--- config.mk ---
export PLATFORM = sky130hd
export DESIGN_NAME = multilevel_feedback_queue_scheduler
export DESIGN_NICKNAME = d
export VERILOG_FILES = /design/src/rtl/mfq_pkg.sv /design/src/rtl/mfq_front.sv /design/src/rtl/mfq_back.sv /design/src/rtl/multilevel_feedback_queue_scheduler.sv
export SDC_FILE = /design/constraint.sdc
export NUM_CORES = 1
export LEC_CHECK = 0
export BUFFER_PORTS_ARGS = -buffer_cell sky130_fd_sc_hd__buf_2
export CORE_MARGIN = 3
export CORE_UTILIZATION = 51
export CTS_CLUSTER_SIZE = 16
export DETAILED_ROUTE_END_ITERATION = 7
export PLACE_DENSITY = 0.8
export SLEW_MARGIN = 30
export SYNTH_ARGS = -nofsm -noshare
export SYNTH_HDL_FRONTEND = slang
export SYNTH_HIERARCHICAL = 1
export SYNTH_SLANG_ARGS = --single-unit
--- constraint.sdc ---
create_clock -name clk -period 7.2 [get_ports clk]
set_input_delay 0.72 -clock clk [delete_from_list [all_inputs] [get_ports clk]]
set_output_delay 0.72 -clock clk [all_outputs]
set_load 0.1 [all_outputs]
--- src/rtl/mfq_pkg.sv ---
// Shared types and constants of the feedback queue scheduler.
`default_nettype none
package mfq_pkg;

  typedef struct packed {
    logic        mode;
    logic [3:0]  arrival_id;
    logic [15:0] arrival_burst;
  } in_t;

  typedef struct packed {
    logic        ran_valid;
    logic [3:0]  ran_id;
    logic [1:0]  ran_level;
    logic [7:0]  quantum_left;
    logic        finished;
    logic        demoted;
    logic [31:0] time_now;
  } out_t;

  // Classified command from the front end to the back end.
  typedef struct packed {
    logic        valid;
    logic        is_tick;
    logic [3:0]  arrival_id;
    logic [15:0] arrival_burst;
  } cmd_t;

  localparam logic MODE_TICK = 1'b1;

  localparam logic [7:0] FIRST_Q_RST  = 8'd4;
  localparam logic [7:0] SECOND_Q_RST = 8'd8;

  localparam int LEVELS = 3;
  localparam logic [1:0] LVL0 = 2'd0;
  localparam logic [1:0] LVL1 = 2'd1;
  localparam logic [1:0] LVL2 = 2'd2;

  localparam logic REG_FIRST_Q  = 1'b0;
  localparam logic REG_SECOND_Q = 1'b1;

endpackage
`default_nettype wire

--- src/rtl/mfq_front.sv ---
// Front end: two-entry input queue that accepts and classifies items.
`default_nettype none
module mfq_front
  import mfq_pkg::*;
(
  input  wire logic clk,
  input  wire logic rst_n,
  input  wire logic in_valid,
  output logic      in_ready,
  input  wire in_t  in_data,
  output cmd_t      cmd,
  input  wire logic cmd_pop
);

  in_t        buf_r [2];
  logic       wr_ptr_r;
  logic       rd_ptr_r;
  logic [1:0] cnt_r;
  logic       push;
  in_t        head;

  assign in_ready = (cnt_r != 2'd2);
  assign push     = in_valid && in_ready;
  assign head     = buf_r[rd_ptr_r];

  always_comb begin
    cmd.valid         = (cnt_r != 2'd0);
    cmd.is_tick       = (head.mode == MODE_TICK);
    cmd.arrival_id    = head.arrival_id;
    cmd.arrival_burst = head.arrival_burst;
  end

  always_ff @(posedge clk) begin
    if (!rst_n) begin
      wr_ptr_r <= 1'b0;
      rd_ptr_r <= 1'b0;
      cnt_r    <= 2'd0;
    end else begin
      if (push) wr_ptr_r <= ~wr_ptr_r;
      if (cmd_pop) rd_ptr_r <= ~rd_ptr_r;
      cnt_r <= cnt_r + {1'b0, push} - {1'b0, cmd_pop};
    end
  end

  always_ff @(posedge clk) begin
    if (push) buf_r[wr_ptr_r] <= in_data;
  end

endmodule
`default_nettype wire

--- src/rtl/mfq_back.sv ---
// Back end: queue memories, per-task counters and the tick sequencer.
`default_nettype none
module mfq_back
  import mfq_pkg::*;
#(
  parameter int NUM_TASKS = 16
) (
  input  wire logic       clk,
  input  wire logic       rst_n,
  input  wire cmd_t       cmd,
  output logic            cmd_pop,
  input  wire logic [7:0] first_q,
  input  wire logic [7:0] second_q,
  output logic            out_valid,
  input  wire logic       out_ready,
  output out_t            out_data
);

  localparam int IW = (NUM_TASKS > 1) ? $clog2(NUM_TASKS) : 1;
  localparam int CW = $clog2(NUM_TASKS + 1);
  localparam int SW = CW + 1;
  localparam int AW = $clog2(3 * NUM_TASKS);

  typedef enum logic [1:0] {S_IDLE, S_QRD, S_EXE} state_t;

  logic [IW-1:0] qmem      [3 * NUM_TASKS];
  logic [15:0]   work_mem  [NUM_TASKS];
  logic [7:0]    quant_mem [NUM_TASKS];

  state_t             state_r;
  logic [NUM_TASKS-1:0] active_r;
  logic [IW-1:0]      head_r  [LEVELS];
  logic [CW-1:0]      count_r [LEVELS];
  logic [31:0]        tick_r;
  logic [1:0]         lvl_r;
  logic [IW-1:0]      id_r;
  logic [IW-1:0]      qrd_r;
  logic [15:0]        work_rd_r;
  logic [7:0]         quant_rd_r;
  logic               out_valid_r;
  out_t               out_r;

  logic          any_ne;
  logic [1:0]    sel_lvl;
  logic          out_free;
  logic [7:0]    id8;
  logic [IW-1:0] arr_idx;
  logic          id_ok;
  logic          enq_write;
  logic          go_tick;
  logic          idle_tick;
  logic          exe_fire;
  logic [AW-1:0] q_raddr;
  logic [1:0]    q_wlvl;
  logic [AW-1:0] q_waddr;
  logic          q_we;
  logic [IW-1:0] q_wd;
  logic [15:0]   work_new;
  logic [7:0]    q_dec;
  logic          upper;
  logic          fin;
  logic          dem;

  function automatic logic [AW-1:0] slot_addr(input logic [1:0] lvl,
                                               input logic [IW-1:0] head,
                                               input logic [CW-1:0] cnt);
    logic [SW-1:0] s;
    s = SW'(head) + SW'(cnt);
    if (s >= SW'(NUM_TASKS)) s = s - SW'(NUM_TASKS);
    return AW'(lvl) * AW'(NUM_TASKS) + AW'(s);
  endfunction

  assign out_valid = out_valid_r;
  assign out_data  = out_r;
  assign out_free  = !out_valid_r || out_ready;

  always_comb begin
    any_ne = 1'b1;
    priority if (count_r[0] != '0) sel_lvl = LVL0;
    else if (count_r[1] != '0)     sel_lvl = LVL1;
    else if (count_r[2] != '0)     sel_lvl = LVL2;
    else begin
      sel_lvl = LVL0;
      any_ne  = 1'b0;
    end
  end

  assign id8     = {4'b0, cmd.arrival_id};
  assign arr_idx = id8[IW-1:0];
  assign id_ok   = ({1'b0, id8} < 9'(NUM_TASKS));

  assign enq_write = (state_r == S_IDLE) && cmd.valid && !cmd.is_tick && id_ok &&
                     !active_r[arr_idx];
  assign go_tick   = (state_r == S_IDLE) && cmd.valid && cmd.is_tick && any_ne;
  assign idle_tick = (state_r == S_IDLE) && cmd.valid && cmd.is_tick && !any_ne &&
                     out_free;
  assign cmd_pop   = ((state_r == S_IDLE) && cmd.valid && !cmd.is_tick) ||
                     go_tick || idle_tick;
  assign exe_fire  = (state_r == S_EXE) && out_free;

  // Served task update
  assign work_new = (work_rd_r == 16'd0) ? 16'd0 : work_rd_r - 16'd1;
  assign q_dec    = (quant_rd_r == 8'd0) ? 8'd0 : quant_rd_r - 8'd1;
  assign upper    = (lvl_r != LVL2);
  assign fin      = (work_new == 16'd0);
  assign dem      = !fin && upper && (q_dec == 8'd0);

  assign q_raddr = slot_addr(sel_lvl, head_r[sel_lvl], '0);
  assign q_wlvl  = (state_r == S_EXE) ? ((lvl_r == LVL0) ? LVL1 : LVL2) : LVL0;
  assign q_waddr = slot_addr(q_wlvl, head_r[q_wlvl], count_r[q_wlvl]);
  assign q_we    = enq_write || (exe_fire && dem);
  assign q_wd    = (state_r == S_EXE) ? id_r : arr_idx;

  // Memories
  always_ff @(posedge clk) begin
    if (q_we) qmem[q_waddr] <= q_wd;
    if (state_r == S_IDLE) qrd_r <= qmem[q_raddr];
  end

  always_ff @(posedge clk) begin
    if (enq_write) begin
      work_mem[arr_idx]  <= cmd.arrival_burst;
      quant_mem[arr_idx] <= first_q;
    end else if (exe_fire) begin
      work_mem[id_r] <= work_new;
      if (upper) quant_mem[id_r] <= dem ? second_q : q_dec;
    end
    if (state_r == S_QRD) begin
      work_rd_r  <= work_mem[qrd_r];
      quant_rd_r <= quant_mem[qrd_r];
    end
  end

  always_ff @(posedge clk) begin
    if (!rst_n) begin
      state_r     <= S_IDLE;
      active_r    <= '0;
      tick_r      <= 32'd0;
      out_valid_r <= 1'b0;
      lvl_r       <= LVL0;
      for (int l = 0; l < LEVELS; l++) begin
        head_r[l]  <= '0;
        count_r[l] <= '0;
      end
    end else begin
      if (out_valid_r && out_ready && !idle_tick && !exe_fire) out_valid_r <= 1'b0;
      unique case (state_r)
        S_IDLE: begin
          if (enq_write) begin
            active_r[arr_idx] <= 1'b1;
            count_r[0]        <= count_r[0] + CW'(1);
          end
          if (go_tick) begin
            lvl_r   <= sel_lvl;
            state_r <= S_QRD;
          end
          if (idle_tick) begin
            tick_r      <= tick_r + 32'd1;
            out_valid_r <= 1'b1;
            // nothing ran: all fields zero except the tick count
            out_r       <= {1'b0, 4'd0, 2'd0, 8'd0, 1'b0, 1'b0, tick_r + 32'd1};
          end
        end
        S_QRD: begin
          id_r    <= qrd_r;
          state_r <= S_EXE;
        end
        S_EXE: begin
          if (exe_fire) begin
            if (fin || dem) begin
              head_r[lvl_r]  <= (head_r[lvl_r] == IW'(NUM_TASKS - 1)) ? '0 :
                                head_r[lvl_r] + IW'(1);
              count_r[lvl_r] <= count_r[lvl_r] - CW'(1);
            end
            if (dem) count_r[q_wlvl] <= count_r[q_wlvl] + CW'(1);
            if (fin) active_r[id_r] <= 1'b0;
            tick_r             <= tick_r + 32'd1;
            out_valid_r        <= 1'b1;
            out_r.ran_valid    <= 1'b1;
            out_r.ran_id       <= 4'(id_r);
            out_r.ran_level    <= lvl_r;
            out_r.quantum_left <= upper ? q_dec : 8'd0;
            out_r.finished     <= fin;
            out_r.demoted      <= dem;
            out_r.time_now     <= tick_r + 32'd1;
            state_r            <= S_IDLE;
          end
        end
        default: state_r <= S_IDLE;
      endcase
    end
  end

endmodule
`default_nettype wire

--- src/rtl/multilevel_feedback_queue_scheduler.sv ---
// Top level of the three-level feedback queue scheduler.
// Usage:
//   Input channel (in_valid/in_ready/in_data): mode 0 enqueues task arrival_id
//   with arrival_burst ticks of work at level 0; mode 1 advances one tick.
//   Result channel (out_valid/out_ready/out_data): one result per tick item,
//   telling which task ran, from which level, its quantum left, whether it
//   finished or was demoted, and the tick count.
//   APB port (psel..pready): 0x0 first quantum, 0x4 second quantum; write
//   only while no item is in flight. pready is tied high.
// Sequencing:
//   A two-entry input queue feeds the sequencer. An enqueue is handled in the
//   sequencer's idle state; a tick that serves a task passes through level
//   pick and queue memory read, then task counter read, then update and
//   result, and its result is registered in the last of these. A tick on
//   empty queues is handled in the idle state. The per-task memory read
//   follows the queue memory read, so a served tick takes separate steps.
// Reset clears all queues, task flags and the tick count, and sets the quanta to 4 and 8.
// A stalled receiver holds the result register; the sequencer then waits before
// writing a new result, and the input queue keeps taking items until it holds two.
`default_nettype none
module multilevel_feedback_queue_scheduler
  import mfq_pkg::*;
#(
  parameter int NUM_TASKS = 16
) (
  input  wire logic        clk,
  input  wire logic        rst_n,
  input  wire logic        in_valid,
  output logic             in_ready,
  input  wire in_t         in_data,
  output logic             out_valid,
  input  wire logic        out_ready,
  output out_t             out_data,
  input  wire logic        psel,
  input  wire logic        penable,
  input  wire logic        pwrite,
  input  wire logic [2:0]  paddr,
  input  wire logic [31:0] pwdata,
  output logic [31:0]      prdata,
  output logic             pready
);

  logic [7:0] first_q_r;
  logic [7:0] second_q_r;
  logic       cfg_wr;
  cmd_t       cmd;
  logic       cmd_pop;

  assign pready = 1'b1;
  assign cfg_wr = psel && penable && pwrite;
  assign prdata = (paddr[2] == REG_SECOND_Q) ? {24'd0, second_q_r} : {24'd0, first_q_r};

  always_ff @(posedge clk) begin
    if (!rst_n) begin
      first_q_r  <= FIRST_Q_RST;
      second_q_r <= SECOND_Q_RST;
    end else if (cfg_wr) begin
      if (paddr[2] == REG_FIRST_Q) first_q_r <= pwdata[7:0];
      else second_q_r <= pwdata[7:0];
    end
  end

  mfq_front u_front (
    .clk      (clk),
    .rst_n    (rst_n),
    .in_valid (in_valid),
    .in_ready (in_ready),
    .in_data  (in_data),
    .cmd      (cmd),
    .cmd_pop  (cmd_pop)
  );

  mfq_back #(.NUM_TASKS(NUM_TASKS)) u_back (
    .clk       (clk),
    .rst_n     (rst_n),
    .cmd       (cmd),
    .cmd_pop   (cmd_pop),
    .first_q   (first_q_r),
    .second_q  (second_q_r),
    .out_valid (out_valid),
    .out_ready (out_ready),
    .out_data  (out_data)
  );

endmodule
`default_nettype wire

==> Word level (Yosys, flattened, before mapping) <==
Memory sizes are Yosys's and may differ from the RTL's. A register that Yosys moved wholly into a read port is not among the register bits.
Index checks and enable logic that the tools add are counted.
{ "op_classes": {"n_addsub": 14, "n_lt_le_gt_ge": 7, "n_eq_ne": 10, "mux": 89, "n_bitwise": 7, "reduce_logical": 56} }
{ "ops": {"columns": ["operator", "n"], "rows": [
  ["$mux 49", 2],
  ["$pmux 49 s2", 1],
  ["$mux 16", 5],
  ["$mux 32", 2],
  ["$pmux 32 s2", 1],
  ["$mux 1", 43],
  ["$mux 8", 5],
  ["$add 32x1->32 const B", 1],
  ["$logic_not 16->1", 2],
  ["$pmux 16 s2", 1],
  ["$mux 2", 14],
  ["$logic_and 1x1->1", 20],
  ["$mux 4", 5],
  ["$and 16x16->16", 1],
  ["$logic_not 8->1", 2],
  ["$not 16->16", 1],
  ["$or 16x16->16", 1],
  ["$reduce_or 16->1", 1],
  ["$sub 16x1->16 const B", 1],
  ["$lt 4x5->1 const B", 3],
  ["$mux 5", 3],
  ["$reduce_bool 5->1", 3],
  ["$add 6x6->6", 2],
  ["$mux 6", 2],
  ["other kinds (33)", 61]
]} }
{ "word_totals": {"reg_bits": 126, "mem_bits_rw": 645, "output_inout_bits": 84, "elab_cells": 207, "n_memories": 6} }
{ "memory_table": {"columns": ["memory", "words", "word_bits", "rd", "rd_ports_with_merged_regs", "write_ports", "line", "source"], "rows": [
  ["u_back.work_mem", 16, 16, 1, 1, 1, "mfq_back.sv:27", "logic [15:0] work_mem [NUM_TASKS];"],
  ["u_back.qmem", 48, 4, 1, 1, 1, "mfq_back.sv:26", "logic [IW-1:0] qmem [3 * NUM_TASKS];"],
  ["u_back.quant_mem", 16, 8, 1, 1, 1, "mfq_back.sv:28", "logic [7:0] quant_mem [NUM_TASKS];"],
  ["u_front.buf_r", 2, 21, 1, 1, 1, "mfq_front.sv:15", "in_t buf_r [2];"],
  ["u_back.count_r", 3, 5, 5, 1, 3, "mfq_back.sv:33", "logic [CW-1:0] count_r [LEVELS];"],
  ["u_back.head_r", 3, 4, 3, 1, 3, "mfq_back.sv:32", "logic [IW-1:0] head_r [LEVELS];"]
]} }

==> Depth between registers and ports, before layout <==
{ "depth": {"word_depth": 14, "mapped_depth": 19, "ltp_nobuf": 16} }

==> Hierarchy <==
The synthesis kept the hierarchy.
{ "modules_own_cells": {"columns": ["module", "n_inst", "cells_per_inst", "area_per_inst_um2", "seq_area_each_um2"], "rows": [
  ["mfq_back", 1, 2055, 31542.8, 21911.0],
  ["mfq_front", 1, 93, 1774.2, 1361.3],
  ["multilevel_feedback_queue_scheduler", 1, 102, 962.2, 320.3]
]} }

==> Least setup slack after synthesis <==
No wires, ideal clock.
{ "synth_path": {"path_type": "flip-flop to flip-flop", "from": "register u_back.lvl_r[0]", "to": "memory u_back/qmem[27][0] (netlist bit) (enable)", "setup_ns": 0.329, "arrival_time_ns": 3.549, "t_required_ns": 6.871, "slack_ns": 3.321, "stages_incl_launch_ff": 18, "path_buffers": 1, "path_cell_list": "dfxtp_1 > clkbuf_1 > nor2_2 > mux2i_1 > o21ai_0 > ha_1 > inv_1 > fa_1 > nor2b_1 > o21ai_0 > nand2b_1 > nor2b_1 > ha_1 > xnor2_1 > xnor2_1 > nor2b_1 > nand2_1 > nor2_1"} }
{ "synth_via": {"elab_chain_len": 8} }
{ "synth_rtl": {"columns": ["element", "line", "source"], "rows": [
  ["start: declaration", "mfq_back.sv:35", "logic [1:0] lvl_r;"],
  ["start signal: assignment", "mfq_back.sv:154", "lvl_r <= sel_lvl;"],
  ["$logic_not 2->1", "mfq_back.sv:109", "assign q_wlvl = (state_r == S_EXE) ? ((lvl_r == LVL0) ? LVL1 : LVL2) : LVL0;"],
  ["$mux 2 (2 in series)", "mfq_back.sv:109", null],
  ["$mem_v2 3x4 / $mem_v2 3x5 (equally long branches)", null, null],
  ["$add 4x5->6", "mfq_back.sv:68", "s = SW'(head) + SW'(cnt);"],
  ["$sub 6x5->6 / $ge 6x5->1 (equally long branches)", "mfq_back.sv:69", "if (s >= SW'(NUM_TASKS)) s = s - SW'(NUM_TASKS);"],
  ["$mux 6", "mfq_back.sv:69", null],
  ["$add 6x6->6", "mfq_back.sv:70", "return AW'(lvl) * AW'(NUM_TASKS) + AW'(s);"],
  ["end: declaration", "mfq_back.sv:26", null]
]} }
Parallel ways exist; a longest one is shown, timed or not.

==> Worst setup path in the final report <==
{ "layout_path": {"from": "register u_back.lvl_r[0]", "to": "memory u_back/qmem[15][0] (netlist bit) (enable)"} }
Same word-level chain as after synthesis.

==> impl_metrics.toml <==
[critical_path]
cp-end-kind = "register"
r2r_start = "u_back/lvl_r[0]$_SDFFE_PN0P_"
crit_fanout = 10
path_buf_inv = 1
crit_start = "u_back/lvl_r[0]$_SDFFE_PN0P_"
crit_family = "simple AND/OR/NAND/NOR gates"
rr_endpoint = "u_back/qmem[15][0]$_DFFE_PP_"
r2r_cells = 16
cpPeakStageDelay_ps = 600
critPathLaunchType = "register"
worstSetupPathType = "reg -> reg"
path_cells = "nor2_2, mux2i_1, o21ai_0, ha_1, inv_1, fa_1, nor2b_1, o21ai_0, nand2b_1, nor2b_1, ha_1, xnor2_1, xnor2_1, nor2b_1, nand2_1, nor2_1"
crit_arrival_ps = 5210
r2r_slack_ps = 2260
crit_end = "u_back/qmem[15][0]$_DFFE_PP_"
required_ps = 7470
cp_num_cells = 16
cp_common_cell = "nor2b_1"
cp_slowest_cell = "nor2_2"

[route]
drt_iter0_drc = 2631
ant_nets = 0
wl_per_cell_um = 24.07
vias = 20450
drt_pre_antenna_iters = 8
wl_um = 79460
drc = 0
via_per_inst = 6.195

[clocking]
post_cts_buffers = 0
cts-root-buf = "clkbuf_16"
clk_latency_ps = 650
postCtsHoldBufs = 0
cts_sinks = 811
clockBufferDepth = 3
numCtsBuffers = 79
cts_resized = 0
cts_max_level = 3
cts_tree = "built"
clkTransAtPathRegs_ps = 60

[placed_design]
dp.cells = 3151
gp_congestion = 0.8650
port_buffers = 95
dp_hpwl_um = 49610
postPlaceCellArea_um2 = 35750

[logic_synthesis]
synth_edf_count = 735
synth_ff_type = "edfxtp_1"
ys_top_cells_by_area = "edfxtp_1, mux4_2, dfxtp_1"
yosys.cell_types.count = 91
synth_top_area_cell = "edfxtp_1"
synth_area_um2 = 34280
avgSynthCellArea_um2 = 15.24
syn_inst = 2250
yosys_register_bits = 811
synth_top_area_share_pct = 64.39
async_reset_ff_share_pct = 0
yosysSeqAreaShare_pct = 68.83
ys_warn_count = 6

[sta]
max_slew.worst_pin.slew_ps = 962.5
relSlewSlack_pct = 35.60
fin_skew_ps = 36.79
hold_viol = 0
period_share_pct = 68.56
setup_viol = 0
max_clock_freq_ghz = 0.2026
final-max-slew-violation-count = 0
layout_min_cycle_time_ps = 4936
rsz0062_at_grt = "false"
tns_ps = 0

[layout]
instances_no_fill = 3301
nets = 2449
final_area_um2 = 38470
area_growth_pct = 12.23
drive_gt1_share_pct = 20.16

[power_and_ir_drop]
leakage_nw = 13.07
ir_drop_mv = 0.2778
powerDensity_nw_per_um2 = 341.2

[floorplan]
io_pins = 147
die_w_um = 265.3
dieArea_um2 = 70360
rows = 94
start_util_pct = 51.77
core_area_um2 = 66220
die_h_um = 265.3

[global_routing]
antenna_found_initial = 2
grt_pass1_vias = 20450
track_usage_pct = 22.46
grt_start_max_net_pins = 98
grt_first_pass_wirelength_um = 121000
gr-total-overflow = 0

[worst_hold_path]
min_path_type = "in -> reg"

[run_status]
outcome = "completed"

[flow_run]
maxCapViolCount = 0
-- per-layer routing --
layer	track usage, %	routed length (um)	vias to the layer above
met1	28.68	29430	10250
met5	0	0	-
met2	38.46	40270	1151
met3	4.273	7016	222
met4	8.687	2738	0
li1	-	-	8825
-- power by group --
part / internal [mW] / leakage [nW] / switching, mW
combinational: 1.17 / 4.41 / 1.89
clock: 2.43 / 1.29 / 1.78
sequential: 5.72 / 7.36 / 0.131
total: 9.33 / 13.1 / 3.80
-- per-stage QoR --
stage                     util [%]  hold slack (ps)  power [mW]  setup WS (ps)
after floorplan                  -            424.4       8.074           3321
after global placement       53.95            457.8       8.852           2532
after detailed placement     53.99            468.7       8.958           2479
after CTS                    58.02            233.1       13.18           2391
after global routing         58.10            248.1       13.60           1950
final                        58.10            262.9       13.13           2264
-- state kept, by name, indices dropped and copies added (netlist names), 20 cells and up, named ones only --
| signal | cells |
|---|---|
| u_back/work_mem | 256 |
| u_back/qmem | 192 |
| u_back/quant_mem | 128 |
| u_back/out_data | 49 |
| u_front/buf_r | 42 |
| u_back/tick_r | 32 |
| u_back/count_r | 20 |
-- cell type report --
type / instances / area, um2
sequential: 811 / 23590
clock buffer: 98 / 2101
clock inverter: 48 / 573.1
tap: 864 / 1081
fill: 4780 / 27740
antenna: 1 / 2.502
timing repair buffer: 152 / 930.9
inverter: 27 / 101.3
multi-input combinational: 1300 / 10090
-- kinds of logic after synthesis --
| group | Yosys count | synth area share [%] |
|---|---|---|
| AO/OA/AOI/OAI | 253 | 5.125 |
| adder cells (fa/ha/maj) | 15 | 0.5694 |
| XOR/XNOR | 81 | 2.070 |
| flip-flops | 811 | 68.83 |
| AND/OR/NAND/NOR | 709 | 9.768 |
| other | 2 | 0.02191 |
| buffers and inverters | 162 | 2.289 |
| multiplexers | 217 | 11.33 |
-- layout by cell type (no fill, tap or decap), types with 7 or more instances in the layout --
cell type	Yosys	routed
edfxtp_1	735	735
a21oi_1	44	42
a21o_1	11	8
a22oi_1	10	10
clkinv_2	0	17
nand3_1	58	58
clkbuf_1	59	16
nand4_1	17	17
nor2_1	175	159
nor3_1	21	21
inv_1	26	25
xnor2_1	51	51
ha_1	14	14
xor2_1	30	30
nand2_1	271	271
nand2b_1	9	9
buf_4	30	53
o22ai_1	18	18
buf_2	27	97
a21boi_0	12	12
o31ai_1	13	13
dfxtp_1	76	76
mux2_2	29	29
clkinv_1	0	12
mux2i_1	54	54
conb_1	2	25
a32o_1	12	12
and2_1	39	39
nand3b_1	7	7
nor2_2	2	18
a31oi_1	19	17
or3_1	16	16
mux4_2	134	134
clkbuf_16	0	81
bufinv_16	0	9
o21ai_0	39	39
and3_1	26	24
o211ai_1	10	10
a32oi_1	11	11
nor2b_1	25	24
-- worst min path at each step --
stage	startpoint	to	slack [ps]	cells after the start
global route	in_data[7]	u_front/buf_r[1][7]$_DFFE_PP_	250	1
detailed placement	u_back/active_r[8]$_SDFFE_PN0P_	u_back/active_r[8]$_SDFFE_PN0P_	470	2
global placement	u_back/active_r[12]$_SDFFE_PN0P_	u_back/active_r[12]$_SDFFE_PN0P_	460	2
CTS	in_data[4]	u_front/buf_r[1][4]$_DFFE_PP_	230	1
floorplan	u_back/qrd_r[0]$_DFFE_PP_	u_back/id_r[0]$_DFFE_PP_	420	0
finish	in_data[7]	u_front/buf_r[1][7]$_DFFE_PP_	260	1
-- cells in the mapped netlist (16+ instances only) --
master    instances
edfxtp_1        735
inv_1            26
and3_1           26
o22ai_1          18
dfxtp_1          76
nor2b_1          25
buf_4            30
clkbuf_1         59
and2_1           39
nand2_1         271
mux2i_1          54
a31oi_1          19
nand4_1          17
or3_1            16
a21oi_1          44
mux2_2           29
buf_2            27
mux4_2          134
xnor2_1          51
nor3_1           21
o21ai_0          39
nand3_1          58
xor2_1           30
nor2_1          175
No activity file was read; power rests on OpenSTA's default activity.
